[src/rfbb_pkg.sv]
// shared types, constants and command codes for the flip blend blitter
package rfbb_pkg;

  localparam int IMAGE_WIDTH  = 256;
  localparam int IMAGE_HEIGHT = 256;

  localparam int COORD_W = 8;
  localparam int ADDR_W  = 2 * COORD_W;
  localparam int DEPTH   = 1 << ADDR_W;
  localparam int CHAN_W  = 8;
  localparam int PIX_W   = 3 * CHAN_W;
  localparam int CFG_W   = 9;
  localparam int CIDX_W  = 3;

  localparam int QDEPTH = 4;
  localparam int QPTR_W = $clog2(QDEPTH);
  localparam int QCNT_W = QPTR_W + 1;
  localparam int ODEPTH = 4;
  localparam int OPTR_W = $clog2(ODEPTH);
  localparam int OCNT_W = OPTR_W + 1;

  // signed geometry math, wide enough for image sizes up to 4096
  localparam int GEO_W = 14;
  localparam logic signed [GEO_W-1:0] IMG_W_S   = GEO_W'(IMAGE_WIDTH);
  localparam logic signed [GEO_W-1:0] IMG_H_S   = GEO_W'(IMAGE_HEIGHT);
  localparam logic signed [GEO_W-1:0] COORD_MAX = GEO_W'((1 << COORD_W) - 1);

  localparam logic [CFG_W-1:0] WEIGHT_FULL = CFG_W'(256);

  localparam logic CMD_LOAD = 1'b0;
  localparam logic CMD_READ = 1'b1;

  localparam logic [CIDX_W-1:0] CFG_RECT_LEFT    = 3'd0;
  localparam logic [CIDX_W-1:0] CFG_RECT_BOTTOM  = 3'd1;
  localparam logic [CIDX_W-1:0] CFG_RECT_WIDTH   = 3'd2;
  localparam logic [CIDX_W-1:0] CFG_RECT_HEIGHT  = 3'd3;
  localparam logic [CIDX_W-1:0] CFG_BLEND_WEIGHT = 3'd4;
  localparam logic [CIDX_W-1:0] CFG_FLIP_MODE    = 3'd5;
  localparam logic [CIDX_W-1:0] CFG_CORNER_TRIM  = 3'd6;

  typedef struct packed {
    logic [COORD_W-1:0] rect_left;
    logic [COORD_W-1:0] rect_bottom;
    logic [8:0]         rect_width;
    logic [8:0]         rect_height;
    logic [8:0]         blend_weight;
    logic [1:0]         flip_mode;
    logic [3:0]         corner_trim;
  } cfg_t;

  typedef struct packed {
    logic              cmd;
    logic              hit;
    logic [ADDR_W-1:0] dst_addr;
    logic [ADDR_W-1:0] src_addr;
    logic [PIX_W-1:0]  pixel;
  } op_t;

  typedef struct packed {
    logic [PIX_W-1:0] pixel;
    logic             modified;
  } res_t;

endpackage

[src/rfbb_queue.sv]
// short request queue between classifier and frame store side
module rfbb_queue (
  input  logic          clk,
  input  logic          rst_n,
  input  logic          push,
  input  rfbb_pkg::op_t push_op,
  output logic          not_full,
  input  logic          pop,
  output logic          not_empty,
  output rfbb_pkg::op_t head_op
);

  rfbb_pkg::op_t                 slot_r [rfbb_pkg::QDEPTH];
  logic [rfbb_pkg::QPTR_W-1:0]   wptr_r, wptr_nxt, rptr_r, rptr_nxt;
  logic [rfbb_pkg::QCNT_W-1:0]   cnt_r, cnt_nxt;

  assign not_full  = cnt_r != rfbb_pkg::QCNT_W'(rfbb_pkg::QDEPTH);
  assign not_empty = cnt_r != '0;
  assign head_op   = slot_r[rptr_r];

  always_comb begin
    wptr_nxt = push ? wptr_r + 1'b1 : wptr_r;
    rptr_nxt = pop ? rptr_r + 1'b1 : rptr_r;
    cnt_nxt  = cnt_r + rfbb_pkg::QCNT_W'(push) - rfbb_pkg::QCNT_W'(pop);
  end

  always_ff @(posedge clk) begin
    if (!rst_n) begin
      wptr_r <= '0;
      rptr_r <= '0;
      cnt_r  <= '0;
    end else begin
      wptr_r <= wptr_nxt;
      rptr_r <= rptr_nxt;
      cnt_r  <= cnt_nxt;
    end
  end

  always_ff @(posedge clk) begin
    if (push) begin
      slot_r[wptr_r] <= push_op;
    end
  end

endmodule

[config.mk]
export PLATFORM = sky130hd
export DESIGN_NAME = rfbb_queue
export DESIGN_NICKNAME = d
export VERILOG_FILES = /design/src/rfbb_pkg.sv /design/src/rfbb_queue.sv
export SDC_FILE = /design/constraint.sdc
export NUM_CORES = 1
export LEC_CHECK = 0
export BUFFER_PORTS_ARGS = -buffer_cell sky130_fd_sc_hd__buf_2
export CELL_PAD_IN_SITES_DETAIL_PLACEMENT = 1
export CELL_PAD_IN_SITES_GLOBAL_PLACEMENT = 2
export CORE_ASPECT_RATIO = 1.1
export CORE_MARGIN = 4
export CORE_UTILIZATION = 48
export CTS_BUF_LIST = sky130_fd_sc_hd__clkbuf_16
export CTS_CLUSTER_SIZE = 25
export DETAILED_ROUTE_END_ITERATION = 8
export PLACE_DENSITY = 0.95
export SLEW_MARGIN = 20
export SYNTH_ARGS = -nofsm -noshare
export SYNTH_HDL_FRONTEND = slang
export SYNTH_SLANG_ARGS = --single-unit
[constraint.sdc]
create_clock -name clk -period 5.1 [get_ports clk]
set_clock_uncertainty 0.2 [all_clocks]
set_input_delay 0.255 -clock clk [delete_from_list [all_inputs] [get_ports clk]]
set_output_delay 0.255 -clock clk [all_outputs]
set_load 0.01 [all_outputs]
==> results.json, run 1 <==
{
  "start_util": 0.494,
  "yosys.area_share.simple": 0.00850,
  "synth_xor_area_frac": 0.00453,
  "syn_avg_cell_area_um2": 25.5,
  "netlist_area_mm2": 0.00883,
  "min_period_over_period": 0.612,
  "path_max_fanout": 31,
  "netlist-cell-type-count": 21,
  "outcome": "completed",
  "utilization": 0.615,
  "max_cap_violations": 0,
  "nets": 613,
  "tightest_slew_ps": 974,
  "wl_met2_um": 9810,
  "final_cell_mix": "edfxtp_1 (232), buf_2 (121), dlygate4sd3_1 (61)",
  "wire_per_inst_um": 22.7,
  "root_buffer": "clkbuf_16",
  "cp_data_arrival_time_ps": 2670,
  "dp_hpwl_um": 10300,
  "overflow": 0,
  "clock-sinks": 241,
  "place_ws_ps": 2420,
  "port_buffers": 121,
  "antenna_found_initial": 0,
  "yosys.area.top_type_share": 0.789,
  "via_count": 4251,
  "ys_ff_latch": 241,
  "areaGrowthSynthToFinish_pct": 24.4,
  "dr.pass1.iters": 6,
  "seq_area_mm2": 0.00715,
  "final_max_slew_viol_count": 0,
  "rr_startpoint": "wptr_r[0]",
  "wl_um": 18100,
  "ant_nets": 0,
  "coreArea_mm2": 0.0179,
  "final_common_cell": "edfxtp_1",
  "rows": 51,
  "drc_errors": 0,
  "rsz0062_at_grt": "no",
  "max_slew_margin": 0.350,
  "final.setup.tns_ps": 0,
  "dp_cells": 695,
  "grt_pass1_vias": 4913,
  "path_clk_slew_ps": 60,
  "grt_max_degree": 59,
  "drt-met1-wl_um": 6970,
  "die_area_mm2": 0.0206,
  "numCtsBuffers": 24,
  "synth_seq_area_share": 0.809,
  "synth.area.mux_share": 0.149,
  "synthCells": 346,
  "fin_crit_ps": 3120,
  "ir_drop_mv": 0.254,
  "synth_top_cell_by_area": "edfxtp_1",
  "cts_max_path_buffers": 3,
  "die_w_um": 137,
  "synth-warning-count": 0,
  "holdWs_ps": 304,
  "synth_top_family_by_area": "multiplexers",
  "n_fill_cell": 1524,
  "layout-drive-gt1-share": 0.396,
  "synthTopCellsByArea": "edfxtp_1 (79%), mux4_2 (15%), dfxtp_1 (2.0%)",
  "grt_usage": 0.181,
  "via_per_inst": 5.33,
  "die_y_um": 150,
  "place_congestion": 0.701,
  "setup_ws_ps": 1980,
  "highest_layer": "met4",
  "htreeDepth": 1,
  "setup_violations": 0,
  "multi_input_area_mm2": 0.00155,
  "postCtsResizedCells": 0,
  "crit_type": "reg -> out",
  "clk_latency_ps": 500,
  "post_cts_buffers": 0,
  "required_ps": 4640,
  "io_pins": 122,
  "tritoncts": "yes",
  "finalHoldViolations": 0,
  "wl_met3_um": 1070,
  "synth_fa_ha_area_frac": 0.0108,
  "drt-initial-drc-count": 232,
  "power.density_mw_per_mm2": 400,
  "p_leak_uw": 0.00379,
  "antenna_cells": 0,
  "hold_class": "in -> reg",
  "layout.cells.non_filler": 798,
  "syn_nets": 415,
  "start_kind": "flip-flop",
  "synth-compound-area-share": 0.00170,
  "max_freq_ghz": 0.320,
  "end_kind": "primary output",
  "grt_pass1_wl_um": 28100,
  "holdCritStartpoint": "push_op[30]"
}
per-layer routing:
metal | vias to the layer above | track usage
met5 | - | 0
met2 | 137 | 0.325
met4 | 0 | 0.0414
met3 | 28 | 0.0324
met1 | 2229 | 0.231
li1 | 1857 | -
final cells by class:
type                    count  share of cell area
flip-flops and latches    241               0.651
clock inverters            17             0.00934
clock buffers              25              0.0569
repair buffers            185               0.113
well taps                 238              0.0271
inverters                   6             0.00205
multi-input cells          86               0.141
synth_stat cells (all sizes together):
master	n
edfxtp	232
mux4	58
buf	13
dfxtp	9
nor2	7
ha	6
inv	6
and2	5
xnor2	2
a21bo	1
a21oi	1
fa	1
mux2i	1
nand2	1
nand3b	1
or3	1
xnor3	1
stage by stage:
step / area (um^2) / total power (uW)
2_1_floorplan: 8830 / 2610
3_3_place_gp: 9650 / 2760
3_5_place_dp: 9650 / 2790
4_1_cts: 11000 / 4440
5_1_grt: 11000 / 4580
6_report: 11000 / 4400
repair_timing:
action	4_1_cts	5_1_grt
hold buffers	61	0
hold endpoints to repair	241	0
setup endpoints to repair	0	0
power by group:
group	total (uW)	switching [uW]	leakage (uW)	internal (uW)
clock	1620	689	0.000383	933
sequential	2330	52.7	0.00221	2280
combinational	444	217	0.00120	227
total	4400	959	0.00379	3440
cells by family after synthesis:
| logic type | Yosys count |
|---|---|
| compound gates | 2 |
| buf+inv | 19 |
| flops | 241 |
| fa+ha+maj | 7 |
| mux | 59 |
| xor+xnor | 3 |
| simple gates | 15 |
state kept, by name (all words and copies together) (netlist names), named ones only:
signal	flops
cnt_r	3
rptr_r	2
slot_r	232
wptr_r	2
worst max-delay path, cell delays in order, from the launching register on:
cell and delay (ps):
dfxtp_4 780, buf_4 610, mux4_2 600, buf_2 160
final timing paths:
kind | to | slack, ps | cells after the start
setup / recovery | head_op[40] | 1980 | 3
hold / removal | slot_r[3][30] | 300 | 2
setup reg to reg | slot_r[1][43] | 2760 | 3
hold reg to reg | flip-flop | 330 | 2
No activity file was read; power rests on OpenSTA's default activity.
==> run 2, diff against run 1 <==
--- a/config.mk
+++ b/config.mk
@@ -5,16 +5,17 @@
 export SDC_FILE = /design/constraint.sdc
 export NUM_CORES = 1
 export LEC_CHECK = 0
+export ABC_AREA = 1
 export BUFFER_PORTS_ARGS = -buffer_cell sky130_fd_sc_hd__buf_2
 export CELL_PAD_IN_SITES_DETAIL_PLACEMENT = 1
 export CELL_PAD_IN_SITES_GLOBAL_PLACEMENT = 2
 export CORE_ASPECT_RATIO = 1.1
 export CORE_MARGIN = 4
-export CORE_UTILIZATION = 48
+export CORE_UTILIZATION = 36
 export CTS_BUF_LIST = sky130_fd_sc_hd__clkbuf_16
 export CTS_CLUSTER_SIZE = 25
 export DETAILED_ROUTE_END_ITERATION = 8
-export PLACE_DENSITY = 0.95
+export PLACE_DENSITY = 0.88
 export SLEW_MARGIN = 20
 export SYNTH_ARGS = -nofsm -noshare
 export SYNTH_HDL_FRONTEND = slang
==> constraint.sdc (replaced) <==
create_clock -name clk -period 2.7 [get_ports clk]
set_clock_uncertainty 0.2 [all_clocks]
set_input_delay 0.135 -clock clk [delete_from_list [all_inputs] [get_ports clk]]
set_output_delay 0.135 -clock clk [all_outputs]
set_load 0.01 [all_outputs]
==> run 2 against run 1 <==
Combinational power increased by 93%. Sequential share of layout area decreased by 4.9 points. Register-to-register slack lost 1900 ps. Global-route usage decreased by 3.8 points. Design area increased by 8.1%. Wire length is 17% higher. Non-clock buffer count increased by 12. Setup slack got worse by 1600 ps. Sequential power is 86% higher.
==> results.json, run 2 <==
{
  "outcome": "completed",
  "htreeDepth": 1,
  "overflow": 0,
  "rsz0062_at_grt": "no",
  "start_kind": "flip-flop",
  "dr.pass1.iters": 4,
  "root_buffer": "clkbuf_16",
  "netlist-cell-type-count": 17,
  "fin_crit_ps": 2290,
  "cts_max_path_buffers": 3,
  "drc_errors": 0,
  "rr_startpoint": "wptr_r[0]",
  "antenna_found_initial": 0,
  "largestRegisters": "slot_r x232, cnt_r x3",
  "rows": 62,
  "die_w_um": 163,
  "cp.depth": 5,
  "synth-warning-count": 0,
  "crit_chain": "buf_12 > nand2_1 > o211ai_1 > nand2_1 > buf_2",
  "synth_edf_count": 232,
  "synth_seq_area_share": 0.747,
  "die_area_mm2": 0.0293,
  "layout-drive-gt1-share": 0.185,
  "cp_data_arrival_time_ps": 1950,
  "dp_cells": 1180,
  "clk_latency_ps": 510,
  "dp_hpwl_um": 12600,
  "min_period_over_period": 0.846,
  "coreArea_mm2": 0.0261,
  "reg2reg_depth": 5,
  "finalHoldViolations": 0,
  "critPathMaxStageDelay_ps": 620,
  "final_max_slew_viol_count": 0,
  "nets": 987,
  "wl_um": 21100,
  "via_count": 5931,
  "ys_top_cells_by_count": "edfxtp_1 (232), inv_1 (131), nand2_1 (125)",
  "async_flop_share": 0,
  "die_y_um": 179,
  "synthFlopType": "edfxtp_1",
  "antenna_cells": 0,
  "numCtsBuffers": 26,
  "dpl-instance-area_mm2": 0.0105,
  "synth_top_cell_by_area": "edfxtp_1",
  "grt_max_degree": 73,
  "cp_top_family": "flip-flops",
  "path_max_fanout": 72,
  "place_congestion": 0.687,
  "max_freq_ghz": 0.438,
  "syn_avg_cell_area_um2": 13.1,
  "grt_usage": 0.143,
  "critical_path.endpoint": "head_op[38]",
  "largest_reg_flops": 232,
  "synthTopCellsByArea": "edfxtp_1 (73%), inv_1 (5.1%), nand2_1 (4.9%)",
  "power.density_mw_per_mm2": 701,
  "syn_nets": 801,
  "crit_path_top_delay_cell": "dfxtp_4",
  "io_pins": 122,
  "final.setup.tns_ps": 0,
  "final_common_cell": "edfxtp_1",
  "max_cap_violations": 0,
  "grt_pass1_wl_um": 33400,
  "yosys.area.top_type_share": 0.728,
  "ys_ff_latch": 241,
  "required_ps": 2370,
  "synthCells": 732,
  "hold_class": "in -> reg",
  "utilization": 0.455,
  "netlist_area_mm2": 0.00957,
  "port_buffers": 121,
  "path_clk_slew_ps": 60,
  "setup_violations": 0,
  "grt_pass1_vias": 6408,
  "drt-initial-drc-count": 328,
  "place_ws_ps": 819,
  "ff2ff_setup_slack_ps": 850,
  "areaGrowthSynthToFinish_pct": 24.2,
  "tightest_slew_ps": 568,
  "crit_type": "reg -> out",
  "clock-sinks": 241,
  "tritoncts": "yes",
  "ir_drop_mv": 0.596,
  "top_register": "slot_r",
  "final_cell_mix": "edfxtp_1 (232), inv_1 (133), nand2_1 (125)",
  "wire_per_inst_um": 16.4,
  "via_per_inst": 4.61,
  "ant_nets": 0,
  "layout.cells.non_filler": 1286,
  "max_slew_margin": 0.622,
  "synth.most_common_cell": "edfxtp_1",
  "design_area_mm2": 0.0119,
  "r2r_end": "slot_r[2][15]",
  "cp_num_buf_inv": 2,
  "start_util": 0.366,
  "p_leak_uw": 0.00467,
  "end_kind": "primary output",
  "crit_top_cell": "nand2_1",
  "setup_ws_ps": 415
}
## run 2: worst register-to-register path, delay by kind of cell, from the launching register on
| family | cells | cell delay [ps] |
|---|---|---|
| fa+ha+maj | 1 | 170 |
| simple gates | 1 | 60 |
| flops | 1 | 330 |
| buf+inv | 3 | 780 |
## run 2: metal layers
metal,vias up,global-route usage,wire [um]
li1,2909,-,-
met1,2871,0.179,9180
met2,112,0.254,10600
met3,39,0.0285,885
met4,0,0.0398,448
met5,-,0,0
## run 2: cell families after synthesis
group | share of synthesized area
and+or+nand+nor | 0.0514
DFF | 0.747
adders and majority gates | 0.00994
AOI/OAI and AO/OA | 0.111
buffers and inverters | 0.0803
## run 2: how the worst min path moves through the flow
stage	startpoint	slack, ps	to	cells after the start
2_1_floorplan	pop	30	flip-flop	1
3_3_place_gp	push_op[45]	150	slot_r[3][45]	1
3_5_place_dp	push_op[13]	150	slot_r[3][13]	1
4_1_cts	push_op[52]	140	slot_r[2][52]	2
5_1_grt	push_op[16]	180	slot_r[2][16]	2
6_report	push_op[49]	170	slot_r[1][49]	2
## run 2: metrics by stage
step	hold slack [ps]	total power (uW)
3_5_place_dp	152	5220
2_1_floorplan	26.9	4870
6_report	175	8330
4_1_cts	137	8460
3_3_place_gp	148	5180
5_1_grt	176	8710
## run 2: layout make-up
class / count / area, um^2
fill: 2746 / 14300
sequential: 241 / 7150
multi-input combinational: 321 / 1650
timing repair buffer: 197 / 1390
clock buffer: 27 / 676
inverter: 131 / 492
tap: 352 / 440
clock inverter: 17 / 73.8
## run 2: power breakdown
part,switching (uW),internal [uW],leakage [uW]
clock network,1350,1780,0.000394
logic,524,330,0.00207
registers,67.0,4280,0.00221
total,1940,6390,0.00467
## run 2: timing repair
item / CTS / global route
buffers inserted: 0 / 0
endpoints found under the setup margin: 0 / 0
endpoints found under the hold margin: 241 / 0
hold buffers: 62 / 0
gates resized for setup: 0 / 0
==> run 3, diff against run 2 <==
--- a/config.mk
+++ b/config.mk
@@ -5,17 +5,17 @@
 export SDC_FILE = /design/constraint.sdc
 export NUM_CORES = 1
 export LEC_CHECK = 0
-export ABC_AREA = 1
+export ABC_AREA = 0
 export BUFFER_PORTS_ARGS = -buffer_cell sky130_fd_sc_hd__buf_2
 export CELL_PAD_IN_SITES_DETAIL_PLACEMENT = 1
 export CELL_PAD_IN_SITES_GLOBAL_PLACEMENT = 2
 export CORE_ASPECT_RATIO = 1.1
 export CORE_MARGIN = 4
-export CORE_UTILIZATION = 36
+export CORE_UTILIZATION = 40
 export CTS_BUF_LIST = sky130_fd_sc_hd__clkbuf_16
 export CTS_CLUSTER_SIZE = 25
 export DETAILED_ROUTE_END_ITERATION = 8
-export PLACE_DENSITY = 0.88
+export PLACE_DENSITY = 0.86
 export SLEW_MARGIN = 20
 export SYNTH_ARGS = -nofsm -noshare
 export SYNTH_HDL_FRONTEND = slang
==> constraint.sdc (replaced) <==
create_clock -name clk -period 2.05 [get_ports clk]
set_clock_uncertainty 0.2 [all_clocks]
set_input_delay 0.1025 -clock clk [delete_from_list [all_inputs] [get_ports clk]]
set_output_delay 0.1025 -clock clk [all_outputs]
set_load 0.01 [all_outputs]
==> run 3 against run 2 <==
The run now ends with setup timing left. Setup slack worse by 540 ps. Sequential power up 32%. Die area fell by 16%. Critical endpoint is now head_op[2].
==> results.json, run 3 (synthesis results as in run 1) <==
{
  "outcome": "complete, but fails checks",
  "violations": "setup timing",
  "whs_path_depth": 2,
  "final_common_cell": "edfxtp_1",
  "setup_ws_ps": -124,
  "crit_chain": "buf_12 > buf_6 > mux4_2 > buf_2",
  "drt-initial-drc-count": 175,
  "internal-power_uw": 8810,
  "end_kind": "primary output",
  "max_freq_ghz": 0.460,
  "final_max_slew_viol_count": 0,
  "reg2reg_depth": 6,
  "rows": 56,
  "cp_data_arrival_time_ps": 1870,
  "total_power_uw": 11300,
  "finalHoldViolations": 0,
  "die_area_mm2": 0.0245,
  "overflow": 0,
  "rr_startpoint": "cnt_r[0]",
  "areaGrowthSynthToFinish_pct": 32.7,
  "p_leak_uw": 0.00404,
  "wl_um": 19600,
  "path_clk_slew_ps": 60,
  "path_max_fanout": 7,
  "power_switching_uw": 2480,
  "cp.depth": 4,
  "htreeDepth": 1,
  "ant_nets": 0,
  "coreArea_mm2": 0.0215,
  "start_util": 0.411,
  "clk_latency_ps": 500,
  "holdWs_ps": 145,
  "min_period_over_period": 1.06,
  "seq_power_share": 0.509,
  "hold_class": "in -> reg",
  "root_buffer": "clkbuf_16",
  "critPathMaxStageDelay_ps": 520,
  "utilization": 0.545,
  "holdCritStartpoint": "push_op[30]",
  "power.density_mw_per_mm2": 964,
  "place_congestion": 0.707,
  "largest_reg_flops": 232,
  "dp_hpwl_um": 10800,
  "top_register": "slot_r",
  "cp_top_family": "multiplexers",
  "wire_per_inst_um": 22.6,
  "final_cell_mix": "edfxtp_1 (232), buf_2 (76), dlygate4sd3_1 (62)",
  "power_frac_clock": 0.358,
  "drc_errors": 0,
  "ir_drop_mv": 0.658,
  "setup_violations": 58,
  "grt_usage": 0.148,
  "io_pins": 122,
  "required_ps": 1750,
  "p_sw_frac": 0.220,
  "nets": 631,
  "via_count": 4292,
  "antenna_cells": 0,
  "antenna_found_initial": 0,
  "max_slew_margin": 0.742,
  "layout-drive-gt1-share": 0.416,
  "max_cap_violations": 0,
  "dr.pass1.iters": 4,
  "start_kind": "flip-flop",
  "crit_type": "reg -> out",
  "numCtsBuffers": 25,
  "die_w_um": 150,
  "grt_max_degree": 59,
  "via_per_inst": 4.95,
  "die_y_um": 164,
  "pwr-share-comb": 0.133,
  "cts_max_path_buffers": 3,
  "grt_pass1_vias": 4920,
  "grt_pass1_wl_um": 27900,
  "final.setup.tns_ps": -4910,
  "crit_path_top_delay_cell": "mux4_2",
  "fin_crit_ps": 2170,
  "tightest_slew_ps": 387,
  "rsz0062_at_grt": "yes",
  "largestRegisters": "slot_r x232, cnt_r x3",
  "cp_num_buf_inv": 3,
  "tritoncts": "yes",
  "port_buffers": 121,
  "clock-sinks": 241
}
==> run 3: cell count changes in the layout (fill, tap and decap cells not counted), sizes merged, moves of 3 or more <==
cell,previous run,this run
a21oi,64,1
and2,0,5
inv,137,9
mux4,0,58
nand2,125,1
nand3,3,0
nor2,2,7
o211ai,58,0
o21ai,62,0
==> run 3: worst paths after layout <==
path	endpoint	slack [ps]
worst max-delay path	head_op[2]	-120
worst min-delay path	slot_r[0][30]	150
worst max register to register	cnt_r[0]	90
worst min register to register	wptr_r[1]	360
==> run 3: per-stage QoR <==
stage | cell area (um^2) | worst slack [ps] | instances
2_1_floorplan | 8840 | 143 | 346
3_5_place_dp | 9900 | 116 | 754
5_1_grt | 11700 | -191 | 867
6_report | 11700 | -124 | 867
3_3_place_gp | 9900 | 277 | 754
4_1_cts | 11300 | -170 | 858
==> run 3: what timing repair did <==
action	CTS	global route
hold endpoints to repair	278	0
gates resized for setup	15	38
gates cloned	0	6
buffers inserted	0	3
hold buffers	62	0
setup endpoints to repair	58	59
==> run 3: layer usage <==
| metal | wire [um] | up-vias | track usage |
|---|---|---|---|
| met3 | 1040 | 24 | 0.0265 |
| li1 | - | 1899 | - |
| met2 | 10500 | 129 | 0.270 |
| met4 | 254 | 0 | 0.0308 |
| met5 | 0 | - | 0 |
| met1 | 7810 | 2240 | 0.187 |
==> run 3: cell type report <==
cell class | count | area, um^2
Clock buffer | 25 | 626
Clock inverter | 17 | 105
Fill cell | 1892 | 9790
Inverter | 6 | 22.5
Multi-Input combinational cell | 86 | 1550
Sequential cell | 241 | 7160
Tap cell | 290 | 363
Timing Repair Buffer | 202 | 1900
==> run 3: power groups by stage <==
| stage | logic [uW] | registers, uW | clock network, uW |
|---|---|---|---|
| after floorplan | 678 | 5820 | 0 |
| after global placement | 1100 | 5820 | 0 |
| after detailed placement | 1140 | 5850 | 0 |
| after CTS | 1300 | 5750 | 4150 |
| after global routing | 1600 | 5770 | 4400 |
| final | 1500 | 5750 | 4050 |
